### config.mk
export PLATFORM = sky130hd
export DESIGN_NAME = source_lexer_top
export DESIGN_NICKNAME = d
export VERILOG_FILES = /design/src/sv/slex_pkg.sv /design/src/sv/slex_front.sv /design/src/sv/slex_queue.sv /design/src/sv/slex_back.sv /design/src/sv/source_lexer_top.sv
export SDC_FILE = /design/constraint.sdc
export NUM_CORES = 2
export LEC_CHECK = 0
export BUFFER_PORTS_ARGS = -buffer_cell sky130_fd_sc_hd__buf_2
export CELL_PAD_IN_SITES_DETAIL_PLACEMENT = 0
export CELL_PAD_IN_SITES_GLOBAL_PLACEMENT = 1
export CORE_UTILIZATION = 35
export CTS_CLUSTER_DIAMETER = 200
export CTS_CLUSTER_SIZE = 30
export DETAILED_ROUTE_END_ITERATION = 8
export PLACE_DENSITY_LB_ADDON = 0.1
export SLEW_MARGIN = 15
export SYNTH_ARGS = -nofsm -noshare
export SYNTH_HDL_FRONTEND = slang
export SYNTH_SLANG_ARGS = --single-unit
### constraint.sdc
create_clock -name clk_i -period 18.9 [get_ports clk_i]
set_input_delay 0.945 -clock clk_i [delete_from_list [all_inputs] [get_ports clk_i]]
set_output_delay 0.945 -clock clk_i [all_outputs]
set_load 0.05 [all_outputs]
### src/sv/slex_pkg.sv
// ----------------------------------------------------------------------------
// slex_pkg: shared types and constants for the source lexer
// token kinds, scanner modes, keyword table and character classes
// ----------------------------------------------------------------------------
package slex_pkg;

  // keyword prefix kept for an identifier, in bytes
  localparam int KwMaxLen   = 8;
  localparam int PrefixW    = KwMaxLen * 8;
  localparam int WlenW      = $clog2(KwMaxLen + 2);
  localparam int KwCount    = 18;

  localparam int KindW      = 6;
  localparam int OffW       = 32;
  localparam int LineW      = 16;

  // tokens one word can cause, and the group queue between front and back
  localparam int MaxTok     = 3;
  localparam int TokCntW    = 2;
  localparam int QueueDepth = 4;
  localparam int QPtrW      = $clog2(QueueDepth);
  localparam int QCntW      = $clog2(QueueDepth + 1);

  localparam logic [LineW-1:0] FirstLineReset = 16'd1;

  // input commands
  localparam logic CmdChar = 1'b0;
  localparam logic CmdEnd  = 1'b1;

  // token kinds
  localparam logic [KindW-1:0] KindLParen  = 6'd0;
  localparam logic [KindW-1:0] KindRParen  = 6'd1;
  localparam logic [KindW-1:0] KindLBrace  = 6'd2;
  localparam logic [KindW-1:0] KindRBrace  = 6'd3;
  localparam logic [KindW-1:0] KindComma   = 6'd4;
  localparam logic [KindW-1:0] KindDot     = 6'd5;
  localparam logic [KindW-1:0] KindMinus   = 6'd6;
  localparam logic [KindW-1:0] KindPlus    = 6'd7;
  localparam logic [KindW-1:0] KindSemi    = 6'd8;
  localparam logic [KindW-1:0] KindSlash   = 6'd9;
  localparam logic [KindW-1:0] KindStar    = 6'd10;
  localparam logic [KindW-1:0] KindColon   = 6'd11;
  localparam logic [KindW-1:0] KindBang    = 6'd12;
  localparam logic [KindW-1:0] KindEqual   = 6'd14;
  localparam logic [KindW-1:0] KindGreater = 6'd16;
  localparam logic [KindW-1:0] KindLess    = 6'd18;
  localparam logic [KindW-1:0] KindIdent   = 6'd20;
  localparam logic [KindW-1:0] KindNumber  = 6'd21;
  localparam logic [KindW-1:0] KindKwBase  = 6'd22;
  localparam logic [KindW-1:0] KindEof     = 6'd40;
  localparam logic [KindW-1:0] KindError   = 6'd41;

  // characters with a role of their own
  localparam logic [7:0] ChSlash   = 8'h2f;
  localparam logic [7:0] ChEqual   = 8'h3d;
  localparam logic [7:0] ChDot     = 8'h2e;
  localparam logic [7:0] ChNewline = 8'h0a;
  localparam logic [7:0] ChUnder   = 8'h5f;
  localparam logic [7:0] ChBang    = 8'h21;
  localparam logic [7:0] ChGreater = 8'h3e;
  localparam logic [7:0] ChLess    = 8'h3c;
  localparam logic [7:0] ChSpace   = 8'h20;
  localparam logic [7:0] ChCr      = 8'h0d;
  localparam logic [7:0] ChTab     = 8'h09;

  typedef enum logic [2:0] {
    ModeIdle,
    ModePend,
    ModeComment,
    ModeIdent,
    ModeNumInt,
    ModeNumDot,
    ModeNumFrac
  } lex_mode_e;

  typedef struct packed {
    logic [KindW-1:0] kind;
    logic [OffW-1:0]  start;
    logic [OffW-1:0]  stop;
  } token_t;

  // all tokens of one input word; they share the line number
  typedef struct packed {
    logic [TokCntW-1:0]        cnt;
    logic [LineW-1:0]          line;
    token_t [MaxTok-1:0]       tok;
  } group_t;

  // keyword text, right aligned, first byte most significant
  localparam logic [PrefixW-1:0] KwText [KwCount] = '{
    PrefixW'("and"),    PrefixW'("bool"),  PrefixW'("break"), PrefixW'("continue"),
    PrefixW'("else"),   PrefixW'("false"), PrefixW'("for"),   PrefixW'("fn"),
    PrefixW'("if"),     PrefixW'("num"),   PrefixW'("or"),    PrefixW'("print"),
    PrefixW'("return"), PrefixW'("super"), PrefixW'("this"),  PrefixW'("true"),
    PrefixW'("var"),    PrefixW'("while")
  };

  localparam logic [WlenW-1:0] KwLen [KwCount] = '{
    WlenW'(3), WlenW'(4), WlenW'(5), WlenW'(8), WlenW'(4), WlenW'(5),
    WlenW'(3), WlenW'(2), WlenW'(2), WlenW'(3), WlenW'(2), WlenW'(5),
    WlenW'(6), WlenW'(5), WlenW'(4), WlenW'(4), WlenW'(3), WlenW'(5)
  };

  function automatic logic is_digit(input logic [7:0] c);
    return (c >= 8'h30) && (c <= 8'h39);
  endfunction

  function automatic logic is_alpha(input logic [7:0] c);
    return ((c >= 8'h61) && (c <= 8'h7a)) || ((c >= 8'h41) && (c <= 8'h5a)) ||
           (c == ChUnder);
  endfunction

  function automatic logic is_op(input logic [7:0] c);
    return (c == ChBang) || (c == ChEqual) || (c == ChLess) || (c == ChGreater) ||
           (c == ChSlash);
  endfunction

  // one-character operator kind; its two-character form is the next code
  function automatic logic [KindW-1:0] op_kind(input logic [7:0] p);
    logic [KindW-1:0] k;
    unique case (p)
      ChBang:    k = KindBang;
      ChEqual:   k = KindEqual;
      ChGreater: k = KindGreater;
      default:   k = KindLess;
    endcase
    return k;
  endfunction

  // kind of a lone punctuator, valid flag in the msb
  function automatic logic [KindW:0] single_kind(input logic [7:0] c);
    logic [KindW:0] r;
    unique case (c)
      8'h28:   r = {1'b1, KindLParen};
      8'h29:   r = {1'b1, KindRParen};
      8'h7b:   r = {1'b1, KindLBrace};
      8'h7d:   r = {1'b1, KindRBrace};
      8'h2c:   r = {1'b1, KindComma};
      ChDot:   r = {1'b1, KindDot};
      8'h2d:   r = {1'b1, KindMinus};
      8'h2b:   r = {1'b1, KindPlus};
      8'h3b:   r = {1'b1, KindSemi};
      8'h2a:   r = {1'b1, KindStar};
      8'h3a:   r = {1'b1, KindColon};
      default: r = '0;
    endcase
    return r;
  endfunction

  function automatic logic [KindW-1:0] word_kind(input logic [PrefixW-1:0] prefix,
                                                 input logic [WlenW-1:0]   len);
    logic [KindW-1:0] k;
    k = KindIdent;
    for (int i = KwCount - 1; i >= 0; i--) begin
      if ((len == KwLen[i]) && (prefix == KwText[i])) begin
        k = KindKwBase + KindW'(i);
      end
    end
    return k;
  endfunction

  function automatic token_t make_tok(input logic [KindW-1:0] kind,
                                      input logic [OffW-1:0]  start,
                                      input logic [OffW-1:0]  stop);
    token_t t;
    t.kind  = kind;
    t.start = start;
    t.stop  = stop;
    return t;
  endfunction

endpackage

### src/sv/slex_front.sv
// ----------------------------------------------------------------------------
// slex_front: scanner front end; takes one word per cycle while the queue
// has room, tracks the lexer state and builds token groups
// ----------------------------------------------------------------------------
module slex_front (
  input  logic                         clk_i,
  input  logic                         rst_ni,
  input  logic                         in_valid_i,
  output logic                         in_ready_o,
  input  logic                         command_i,
  input  logic [7:0]                   ch_i,
  input  logic                         cfg_we_i,
  input  logic [slex_pkg::LineW-1:0]   cfg_wdata_i,
  input  logic                         q_full_i,
  output logic                         push_o,
  output slex_pkg::group_t             push_data_o
);

  slex_pkg::lex_mode_e                 mode_q, mode_d;
  logic [7:0]                          pend_q, pend_d;
  logic [slex_pkg::LineW-1:0]          line_q, line_d;
  logic [slex_pkg::LineW-1:0]          first_q, first_d;
  logic [slex_pkg::OffW-1:0]           pos_q, pos_d;
  logic [slex_pkg::OffW-1:0]           ts_q, ts_d;
  logic [slex_pkg::PrefixW-1:0]        pre_q, pre_d;
  logic [slex_pkg::WlenW-1:0]          wl_q, wl_d;

  logic                                take;
  logic                                do_flush;
  logic [slex_pkg::TokCntW-1:0]        n;
  logic [slex_pkg::KindW:0]            single;
  logic [slex_pkg::OffW-1:0]           pos_inc;
  slex_pkg::group_t                    grp;

  assign in_ready_o = !q_full_i;
  assign take       = in_valid_i && in_ready_o;
  assign pos_inc    = pos_q + slex_pkg::OffW'(1);
  assign single     = slex_pkg::single_kind(ch_i);

  always_comb begin
    mode_d   = mode_q;
    pend_d   = pend_q;
    line_d   = line_q;
    first_d  = first_q;
    pos_d    = pos_q;
    ts_d     = ts_q;
    pre_d    = pre_q;
    wl_d     = wl_q;
    grp      = '0;
    n        = '0;
    do_flush = 1'b0;

    if (take) begin
      if (command_i == slex_pkg::CmdEnd) begin
        do_flush = 1'b1;
      end else begin
        unique case (mode_q)
          slex_pkg::ModePend: begin
            if ((pend_q == slex_pkg::ChSlash) && (ch_i == slex_pkg::ChSlash)) begin
              mode_d = slex_pkg::ModeComment;
            end else if ((pend_q != slex_pkg::ChSlash) && (ch_i == slex_pkg::ChEqual)) begin
              grp.tok[n] = slex_pkg::make_tok(slex_pkg::op_kind(pend_q) + slex_pkg::KindW'(1),
                                              ts_q, pos_inc);
              n      = n + slex_pkg::TokCntW'(1);
              mode_d = slex_pkg::ModeIdle;
            end else begin
              do_flush = 1'b1;
            end
          end
          slex_pkg::ModeComment: begin
            do_flush = (ch_i == slex_pkg::ChNewline);
          end
          slex_pkg::ModeIdent: begin
            if (slex_pkg::is_alpha(ch_i) || slex_pkg::is_digit(ch_i)) begin
              if (wl_q < slex_pkg::WlenW'(slex_pkg::KwMaxLen)) begin
                pre_d = {pre_q[slex_pkg::PrefixW-9:0], ch_i};
                wl_d  = wl_q + slex_pkg::WlenW'(1);
              end else if (wl_q == slex_pkg::WlenW'(slex_pkg::KwMaxLen)) begin
                wl_d  = wl_q + slex_pkg::WlenW'(1);
              end
            end else begin
              do_flush = 1'b1;
            end
          end
          slex_pkg::ModeNumInt: begin
            if (ch_i == slex_pkg::ChDot) begin
              mode_d = slex_pkg::ModeNumDot;
            end else begin
              do_flush = !slex_pkg::is_digit(ch_i);
            end
          end
          slex_pkg::ModeNumDot: begin
            if (slex_pkg::is_digit(ch_i)) begin
              mode_d = slex_pkg::ModeNumFrac;
            end else begin
              do_flush = 1'b1;
            end
          end
          slex_pkg::ModeNumFrac: begin
            do_flush = !slex_pkg::is_digit(ch_i);
          end
          default: begin
            do_flush = 1'b1;
          end
        endcase
      end

      // close the token in progress
      if (do_flush) begin
        unique case (mode_q)
          slex_pkg::ModePend: begin
            grp.tok[n] = slex_pkg::make_tok((pend_q == slex_pkg::ChSlash) ?
                                            slex_pkg::KindSlash : slex_pkg::op_kind(pend_q),
                                            ts_q, pos_q);
            n = n + slex_pkg::TokCntW'(1);
          end
          slex_pkg::ModeIdent: begin
            grp.tok[n] = slex_pkg::make_tok(slex_pkg::word_kind(pre_q, wl_q), ts_q, pos_q);
            n = n + slex_pkg::TokCntW'(1);
          end
          slex_pkg::ModeNumInt, slex_pkg::ModeNumFrac: begin
            grp.tok[n] = slex_pkg::make_tok(slex_pkg::KindNumber, ts_q, pos_q);
            n = n + slex_pkg::TokCntW'(1);
          end
          slex_pkg::ModeNumDot: begin
            grp.tok[n] = slex_pkg::make_tok(slex_pkg::KindNumber, ts_q,
                                            pos_q - slex_pkg::OffW'(1));
            n = n + slex_pkg::TokCntW'(1);
            grp.tok[n] = slex_pkg::make_tok(slex_pkg::KindDot, pos_q - slex_pkg::OffW'(1),
                                            pos_q);
            n = n + slex_pkg::TokCntW'(1);
          end
          default: begin
          end
        endcase
        mode_d = slex_pkg::ModeIdle;
      end

      if (command_i == slex_pkg::CmdEnd) begin
        grp.tok[n] = slex_pkg::make_tok(slex_pkg::KindEof, pos_q, pos_q);
        n      = n + slex_pkg::TokCntW'(1);
        mode_d = slex_pkg::ModeIdle;
        pend_d = '0;
        pos_d  = '0;
        ts_d   = '0;
        line_d = first_q;
      end else begin
        pos_d = pos_inc;
        // start a new token with this byte
        if (do_flush) begin
          ts_d = pos_q;
          if (single[slex_pkg::KindW]) begin
            grp.tok[n] = slex_pkg::make_tok(single[slex_pkg::KindW-1:0], pos_q, pos_inc);
            n = n + slex_pkg::TokCntW'(1);
          end else if (slex_pkg::is_op(ch_i)) begin
            pend_d = ch_i;
            mode_d = slex_pkg::ModePend;
          end else if ((ch_i == slex_pkg::ChSpace) || (ch_i == slex_pkg::ChCr) ||
                       (ch_i == slex_pkg::ChTab)) begin
            mode_d = slex_pkg::ModeIdle;
          end else if (ch_i == slex_pkg::ChNewline) begin
            line_d = line_q + slex_pkg::LineW'(1);
          end else if (slex_pkg::is_digit(ch_i)) begin
            mode_d = slex_pkg::ModeNumInt;
          end else if (slex_pkg::is_alpha(ch_i)) begin
            pre_d  = slex_pkg::PrefixW'(ch_i);
            wl_d   = slex_pkg::WlenW'(1);
            mode_d = slex_pkg::ModeIdent;
          end else begin
            grp.tok[n] = slex_pkg::make_tok(slex_pkg::KindError, pos_q, pos_inc);
            n = n + slex_pkg::TokCntW'(1);
          end
        end
      end
    end

    // config write; the line counter follows only before a source's first byte
    if (cfg_we_i) begin
      first_d = cfg_wdata_i;
      if ((pos_q == '0) && (mode_q == slex_pkg::ModeIdle)) begin
        line_d = cfg_wdata_i;
      end
    end

    grp.cnt  = n;
    grp.line = line_q;
  end

  assign push_o      = take && (n != '0);
  assign push_data_o = grp;

  always_ff @(posedge clk_i or negedge rst_ni) begin
    if (!rst_ni) begin
      mode_q  <= slex_pkg::ModeIdle;
      pend_q  <= '0;
      line_q  <= slex_pkg::FirstLineReset;
      first_q <= slex_pkg::FirstLineReset;
      pos_q   <= '0;
      ts_q    <= '0;
      pre_q   <= '0;
      wl_q    <= '0;
    end else begin
      mode_q  <= mode_d;
      pend_q  <= pend_d;
      line_q  <= line_d;
      first_q <= first_d;
      pos_q   <= pos_d;
      ts_q    <= ts_d;
      pre_q   <= pre_d;
      wl_q    <= wl_d;
    end
  end

endmodule

### src/sv/slex_queue.sv
// ----------------------------------------------------------------------------
// slex_queue: token group queue
// small fifo that decouples the scanner from the token serializer
// ----------------------------------------------------------------------------
module slex_queue (
  input  logic                clk_i,
  input  logic                rst_ni,
  input  logic                push_i,
  input  slex_pkg::group_t    push_data_i,
  output logic                full_o,
  input  logic                pop_i,
  output logic                empty_o,
  output slex_pkg::group_t    head_o
);

  slex_pkg::group_t                 mem_q [slex_pkg::QueueDepth];
  logic [slex_pkg::QPtrW-1:0]       wr_q, wr_d;
  logic [slex_pkg::QPtrW-1:0]       rd_q, rd_d;
  logic [slex_pkg::QCntW-1:0]       cnt_q, cnt_d;
  logic                             do_push;
  logic                             do_pop;

  assign full_o  = (cnt_q == slex_pkg::QCntW'(slex_pkg::QueueDepth));
  assign empty_o = (cnt_q == '0);
  assign head_o  = mem_q[rd_q];
  assign do_push = push_i && !full_o;
  assign do_pop  = pop_i && !empty_o;

  always_comb begin
    wr_d  = do_push ? wr_q + slex_pkg::QPtrW'(1) : wr_q;
    rd_d  = do_pop  ? rd_q + slex_pkg::QPtrW'(1) : rd_q;
    cnt_d = cnt_q;
    if (do_push && !do_pop) begin
      cnt_d = cnt_q + slex_pkg::QCntW'(1);
    end else if (!do_push && do_pop) begin
      cnt_d = cnt_q - slex_pkg::QCntW'(1);
    end
  end

  always_ff @(posedge clk_i) begin
    if (do_push) begin
      mem_q[wr_q] <= push_data_i;
    end
  end

  always_ff @(posedge clk_i or negedge rst_ni) begin
    if (!rst_ni) begin
      wr_q  <= '0;
      rd_q  <= '0;
      cnt_q <= '0;
    end else begin
      wr_q  <= wr_d;
      rd_q  <= rd_d;
      cnt_q <= cnt_d;
    end
  end

endmodule

### src/sv/slex_back.sv
// ----------------------------------------------------------------------------
// slex_back: token serializer
// hands out the tokens of the head group one word at a time
// ----------------------------------------------------------------------------
module slex_back (
  input  logic                         clk_i,
  input  logic                         rst_ni,
  input  slex_pkg::group_t             head_i,
  input  logic                         empty_i,
  output logic                         pop_o,
  output logic                         out_valid_o,
  input  logic                         out_ready_i,
  output logic [slex_pkg::KindW-1:0]   kind_o,
  output logic [slex_pkg::OffW-1:0]    start_offset_o,
  output logic [slex_pkg::OffW-1:0]    end_offset_o,
  output logic [slex_pkg::LineW-1:0]   line_number_o,
  output logic                         last_o
);

  logic [slex_pkg::TokCntW-1:0] idx_q, idx_d;
  logic                         fire;
  slex_pkg::token_t             tok;

  assign tok            = head_i.tok[idx_q];
  assign out_valid_o    = !empty_i;
  assign kind_o         = tok.kind;
  assign start_offset_o = tok.start;
  assign end_offset_o   = tok.stop;
  assign line_number_o  = head_i.line;
  assign last_o         = (idx_q == (head_i.cnt - slex_pkg::TokCntW'(1)));
  assign fire           = out_valid_o && out_ready_i;
  assign pop_o          = fire && last_o;

  always_comb begin
    idx_d = idx_q;
    if (fire) begin
      idx_d = last_o ? '0 : idx_q + slex_pkg::TokCntW'(1);
    end
  end

  always_ff @(posedge clk_i or negedge rst_ni) begin
    if (!rst_ni) begin
      idx_q <= '0;
    end else begin
      idx_q <= idx_d;
    end
  end

endmodule

### src/sv/source_lexer_top.sv
// ----------------------------------------------------------------------------
// source_lexer_top: streaming lexical analyzer
// source bytes in, tokens out as kind, byte offsets and line number
// ----------------------------------------------------------------------------
// usage
//   input channel: in_valid_i / in_ready_o carry one word, command_i and
//   ch_i; command 0 is a source byte, command 1 ends the source, flushes the
//   token in progress and emits an eof token, then restarts offsets at zero
//   output channel: out_valid_o / out_ready_i carry one token per word;
//   last_o marks the final token caused by an input word (a word may cause
//   none, or up to three)
//   config: cfg_we_i writes cfg_wdata_i into first_line, and also into the
//   line counter while no byte has been taken since reset or the last end
// timing
//   a byte is taken every cycle as long as the group queue has room; the
//   scanner works on it in that cycle; its tokens leave the group queue
//   one token per cycle while out_ready_i is high; the four-entry queue
//   absorbs multi-token words and output stalls, and once it holds four
//   groups in_ready_o drops until the serializer retires one
// reset
//   asynchronous, active low; scanner idle, offsets zero, first_line and
//   line counter one, queue empty
// ----------------------------------------------------------------------------
module source_lexer_top (
  input  logic                         clk_i,
  input  logic                         rst_ni,
  // source words
  input  logic                         in_valid_i,
  output logic                         in_ready_o,
  input  logic                         command_i,
  input  logic [7:0]                   ch_i,
  // first_line register
  input  logic                         cfg_we_i,
  input  logic [slex_pkg::LineW-1:0]   cfg_wdata_i,
  // token words
  output logic                         out_valid_o,
  input  logic                         out_ready_i,
  output logic [slex_pkg::KindW-1:0]   kind_o,
  output logic [slex_pkg::OffW-1:0]    start_offset_o,
  output logic [slex_pkg::OffW-1:0]    end_offset_o,
  output logic [slex_pkg::LineW-1:0]   line_number_o,
  output logic                         last_o
);

  // scanner to queue
  logic              push;
  slex_pkg::group_t  push_data;
  logic              q_full;

  // queue to serializer
  logic              pop;
  logic              q_empty;
  slex_pkg::group_t  head;

  // front: classifies each byte and builds the group of tokens it closes
  slex_front u_front (
    .clk_i       (clk_i),
    .rst_ni      (rst_ni),
    .in_valid_i  (in_valid_i),
    .in_ready_o  (in_ready_o),
    .command_i   (command_i),
    .ch_i        (ch_i),
    .cfg_we_i    (cfg_we_i),
    .cfg_wdata_i (cfg_wdata_i),
    .q_full_i    (q_full),
    .push_o      (push),
    .push_data_o (push_data)
  );

  // queue: holds whole groups so a three-token burst costs one entry
  slex_queue u_queue (
    .clk_i       (clk_i),
    .rst_ni      (rst_ni),
    .push_i      (push),
    .push_data_i (push_data),
    .full_o      (q_full),
    .pop_i       (pop),
    .empty_o     (q_empty),
    .head_o      (head)
  );

  // back: walks the head group, pops it after its last token is taken
  slex_back u_back (
    .clk_i          (clk_i),
    .rst_ni         (rst_ni),
    .head_i         (head),
    .empty_i        (q_empty),
    .pop_o          (pop),
    .out_valid_o    (out_valid_o),
    .out_ready_i    (out_ready_i),
    .kind_o         (kind_o),
    .start_offset_o (start_offset_o),
    .end_offset_o   (end_offset_o),
    .line_number_o  (line_number_o),
    .last_o         (last_o)
  );

endmodule
Word-level counts from Yosys, hierarchy flattened
Memories as Yosys holds them, arrays and structs flattened.
Cells that the tools add are included.
- input bits: 30
- memories kept: 1
- bits in writable memories: 912
- output and inout port bits: 89
- logic and storage cells: 310
- flip-flop bits (word level): 184
- memory list (name ; depth ; width ; read ports ; clocked after Yosys merged registers in ; wr ports ; RTL line ; RTL):
    u_queue.mem_q ; 4 ; 228 ; 1 ; 0 ; 1 ; slex_queue.sv:16 ; slex_pkg::group_t mem_q [slex_pkg::QueueDepth];
- muxes and demuxes: 150
- add/subtract/negate cells: 14
- reduce and logical (&&, ||, !) cells: 60
- eq/ne operators: 59
- order comparisons: 14
- operators by type and width (operator ; number):
    2-to-1 mux 210 bit ; 11
    bitwise mux 210 bit ; 8
    one-hot mux 210 bit (4 select lines) ; 1
    2-to-1 mux 64 bit ; 12
    2-to-1 mux 70 bit ; 9
    demux 70 bit (select 2 bit) ; 3
    == test 64 x 39 -> 1 bit (second input constant) ; 5
    == test 64 x 23 -> 1 bit (second input constant) ; 4
    == test 64 x 31 -> 1 bit (second input constant) ; 4
    == test 64 x 15 -> 1 bit (second input constant) ; 3
    2-to-1 mux 6 bit ; 30
    == test 8 x 6 -> 1 bit (second input constant) ; 19
    2-to-1 mux 16 bit ; 9
    binary-select mux 70 bit (select 2 bit) ; 1
    2-to-1 mux 32 bit ; 3
    one-hot mux 7 bit (11 select lines) ; 1
    == test 64 x 47 -> 1 bit (second input constant) ; 1
    == test 64 x 63 -> 1 bit (second input constant) ; 1
    2-to-1 mux 4 bit ; 13
    2-to-1 mux 3 bit ; 15
    logical AND 1 bit ; 35
    adder 32 x 1 -> 32 bit (second input constant) ; 1
    logical NOT 32 bit ; 1
    2-to-1 mux 2 bit ; 16
    other kinds (40) ; 91

Depth between registers and ports, before layout
- word-level depth: 37
- mapped depth: 20
- depth with buffers taken out: 17

By module
From an unflattened synthesis, not the netlist that was laid out.
- cell total of the unflattened synthesis: 3542
- area, all modules: 50768.7 µm²
- by module, submodules not included (module ; area an instance (µm²) ; cells an instance ; times used ; sequential area each (µm²)):
    slex_queue ; 33468.3 ; 1227 ; 1 ; 27561.4
    slex_front ; 15561.2 ; 2047 ; 1 ; 4381.7
    slex_back ; 1739.2 ; 268 ; 1 ; 50.0

Least setup slack after synthesis
OpenSTA, ideal clock, no wires.
- path type: input -> register
- start: input port ch_i[7]
- end: memory u_queue.mem_q[0][0] (netlist name) (enable)
- setup slack: 4.622 ns
- library setup time: 0.847 ns
- data required time: 18.053 ns
- stages: 13
- buffers on the path: 4
- arrival: 13.431 ns
- cell sequence: clkbuf_1 -> nor4_2 -> and3_1 -> a211oi_1 -> and4_1 -> buf_2 -> a21oi_1 -> buf_2 -> buf_1 -> ha_1 -> o32ai_2 -> nor2_2 -> nor2b_1
- RTL lines (item ; RTL line ; RTL):
    start: declaration ; source_lexer_top.sv:31 ; input logic [7:0] ch_i,
    end: declaration ; slex_queue.sv:16 ;

==> impl_metrics.json <==
{
  "maxSlewViolCount": 0,
  "nets": 3689,
  "crit_slowest_cell": "buf_4",
  "overflow": 0,
  "diodes": 0,
  "cpPeakStageDelay_ns": 0.83,
  "worstPathArrival_ns": 7.03,
  "async_flop_share_pct": 16.85,
  "finalHoldViolCount": 0,
  "combinationalPowerShare_pct": 44.8,
  "antenna_found_initial": 3,
  "setup_viol": 0,
  "synth_edf_count": 908,
  "netlist_area_um2": 50540,
  "yosysSeqAreaShare_pct": 63.07,
  "grt_first_pass_wirelength_um": 248500,
  "core_um2": 143500,
  "fillers": 13510,
  "vias_per_cell": 5.951,
  "grt_pass1_vias": 33470,
  "ys.flop_type": "edfxtp_1",
  "hold_class": "in -> async",
  "seqPwrFrac_pct": 41.0,
  "synthCells": 3650,
  "drive_gt1_share_pct": 16.69,
  "reg2reg_from": "u_front.mode_q[0]",
  "routed_wl_um": 172200,
  "clkPwrFrac_pct": 14.2,
  "fmax_mhz": 148.7,
  "cts_sinks": 1092,
  "die_width_um": 382,
  "dp.cells": 5496,
  "syn2layout_area_growth_pct": 8.135,
  "grt_max_degree": 125,
  "status": "finished, final reports clean",
  "required_ns": 19.21,
  "yosysUniqueCellTypes": 102,
  "period_needed_ns": 6.725,
  "p_leak_nw": 17.82,
  "seq_area_um2": 31890,
  "cts_max_level": 2,
  "wl_per_cell_um": 30.89,
  "cts_setup_buffers": 0,
  "rrSetupSlack_ns": 12.17,
  "tritoncts": "done",
  "hpwl_um": 114400,
  "reg2regPathDepth": 14,
  "cts_hold_buf": 0,
  "endpoint_kind": "flip-flop",
  "ir_worst_vdd_uv": 111.2,
  "clkSlewWorstSetupHoldPaths_ns": 0.12,
  "ys_ff_latch": 1092,
  "drtIter0Drc": 3200,
  "syn_avg_cell_area_um2": 13.85,
  "finalCritPeriodShare_pct": 35.58,
  "slew_headroom_pct": 8.577,
  "ant_nets": 0,
  "ys_warn_count": 0,
  "p_per_area_nw_per_um2": 154.6,
  "die_h_um": 382,
  "grt_usage_pct": 23.29,
  "layout.cells.non_filler": 5575,
  "critPathKind": "reg -> reg",
  "ios": 119,
  "setup_tns_ns": 0,
  "dieArea_um2": 145900,
  "root_buffer": "clkbuf_16",
  "cap_viol_max_count": 0,
  "portBuffers": 118,
  "swShare_pct": 43.09,
  "drt_pass1_iterations": 6,
  "cp_max_fo": 59,
  "clock_latency_ns": 0.70,
  "cts_buffer_depth": 3,
  "gp_congestion": 0.9465,
  "p_sw_mw": 3.640,
  "floorplan.initialDensity_pct": 35.22,
  "numCtsBuffers": 42,
  "dr_total_vias": 33180,
  "fin_skew_ns": 0.05088,
  "worst_slew_pin_slew_ns": 1.359,
  "crit_chain": "nand2b_1 -> nor2_1 -> o211ai_1 -> nand4_1 -> buf_4 -> nor2_1 -> o21ai_0 -> inv_1 -> ha_1 -> o32ai_2 -> nor2_2 -> nor2b_4 -> buf_4 -> buf_4",
  "cp-start-kind": "flip-flop",
  "rsz0062_at_grt": "false",
  "multi_input_area_um2": 17490,
  "final_util_pct": 38.09,
  "cpMostUsedCell": "buf_4",
  "r2r-end": "u_queue.mem_q[2][40]",
  "internal_power_mw": 4.807,
  "drc": 0,
  "total_power_mw": 8.447,
  "cts-resized-gates": 0,
  "num_rows": 139
}
==> synthesized netlist by cell type, drive strengths merged (9+ instances only) <==
master	instances	area, µm²
edfxtp	908	27270
nand2	265	994.7
o21ai	260	1305
nor2	252	950.9
mux4	227	5112
dfrtp	182	4554
clkbuf	178	669.4
a21oi	177	885.9
buf	113	516.7
nor3	96	506.7
a22o	83	727.0
mux2i	82	820.8
nand3	68	345.3
a22oi	58	435.4
nor4	50	361.6
nand4	48	300.3
xnor2	48	420.4
inv	35	131.4
mux2	35	394.1
o22ai	35	219.0
a31oi	34	212.7
and2	32	200.2
or3	30	192.7
nor2b	25	156.4
a211oi	21	157.7
a221oi	20	181.4
ha	20	250.2
nand2b	19	118.9
or4	18	146.4
and3	16	100.1
a21o	14	105.1
o211ai	14	110.1
a2bb2oi	13	113.9
xor2	13	113.9
o31ai	11	87.58
a211o	9	78.83
and4b	9	90.09
o221ai	9	78.83
==> metrics by stage <==
stage | cell area, µm² | setup WS [ns] | hold WS (ns)
2_1_floorplan | 50550 | 4.622 | 0.4436
3_3_place_gp | 53370 | 11.59 | 0.4570
3_5_place_dp | 53370 | 11.54 | 0.4662
4_1_cts | 54640 | 12.07 | 0.3311
5_1_grt | 54650 | 11.66 | 0.3488
6_report | 54650 | 12.17 | 0.2993
==> critical path, delay by kind of cell (launching register included) <==
family / cells / cell delay, ns
AOI/OAI and AO/OA: 3 / 0.97
buffers and inverters: 4 / 2.10
and+or+nand+nor: 6 / 2.15
DFF: 1 / 0.65
adders and majority gates: 1 / 0.31
==> layout by cell type, fill, tap and decap left out, types with 15 or more instances in the layout <==
cell type  netlist  layout
o21ai_0        251     250
ha_1            20      19
mux2i_1         82      82
nand3_1         67      67
inv_1           35      35
a211oi_1        21      20
a22oi_1         58      58
nor2_1         250     248
nor2b_1         25      20
mux2_2          34      34
dfrtp_1        182     178
o22ai_1         35      35
or4_1           15      15
and2_1          31      30
buf_2           53     116
buf_4            5     112
a221oi_1        19      19
xnor2_1         48      48
nand2b_1        19      19
clkbuf_16        0      45
clkbuf_1       177      32
and3_1          16      16
nand4_1         48      48
a31oi_1         34      34
edfxtp_1       908     908
a21oi_1        177     175
mux4_2         227     227
a22o_1          83      83
nor4_1          45      44
nand2_1        265     263
nor3_1          92      88
or3_1           29      29
==> layer usage <==
| layer | vias to the layer above | wire length [µm] | global-route usage [%] |
|---|---|---|---|
| met5 | - | 26 | 0 |
| met3 | 211 | 8949 | 2.772 |
| met2 | 1182 | 84420 | 39.34 |
| li1 | 14220 | - | - |
| met4 | 4 | 4721 | 6.178 |
| met1 | 17560 | 74070 | 31.71 |
==> flip-flops by register name, indices dropped and copies added (netlist names), 3 cells and up <==
name / count
u_front.first_q: 16
u_front.line_q: 16
u_front.mode_q: 3
u_front.pend_q: 8
u_front.pos_q: 32
u_front.pre_q: 64
u_front.ts_q: 32
u_front.wl_q: 4
u_queue.cnt_q: 3
u_queue.mem_q: 908
==> power by group through the flow <==
| stage | logic (mW) | registers (mW) | clock network [mW] |
|---|---|---|---|
| after CTS | 3.83 | 3.47 | 1.25 |
| after global placement | 3.81 | 3.49 | 0 |
| after floorplan | 2.61 | 3.55 | 0 |
| final | 3.78 | 3.46 | 1.20 |
| after global routing | 4.00 | 3.52 | 1.31 |
| after detailed placement | 3.82 | 3.53 | 0 |
==> worst max path at each step <==
stage	from	endpoint	slack, ns	cells past startpoint
after detailed placement	ch_i[5]	u_queue.mem_q[2][180]	11.54	14
after global placement	ch_i[4]	u_queue.mem_q[2][111]	11.59	15
after global routing	u_front.mode_q[0]	u_queue.mem_q[2][40]	11.66	14
after floorplan	ch_i[7]	u_queue.mem_q[0][0]	4.62	13
after CTS	u_front.mode_q[0]	u_queue.mem_q[2][116]	12.07	14
final	u_front.mode_q[0]	u_queue.mem_q[2][40]	12.17	14
==> cells by family after synthesis <==
kind of cell               count (synthesis)  share of synthesized area [%]
DFF                                     1092                          63.07
AOI/OAI and AO/OA                        816                          10.36
adders and majority gates                 21                         0.5347
and+or+nand+nor                          983                          9.809
xor gates and xnor gates                  61                          1.057
muxes                                    344                          12.52
other                                      1                       0.007420
buffers and inverters                    332                          2.651
==> area by class of cell <==
type	count	area share, %
inverter	41	0.2816
sequential	1092	58.35
clock inverter	1	0.03663
clock buffer	77	2.280
multi-input combinational	2229	32.00
tap	1903	4.357
timing repair buffer	232	2.697
(Power assumes the default switching activity.)
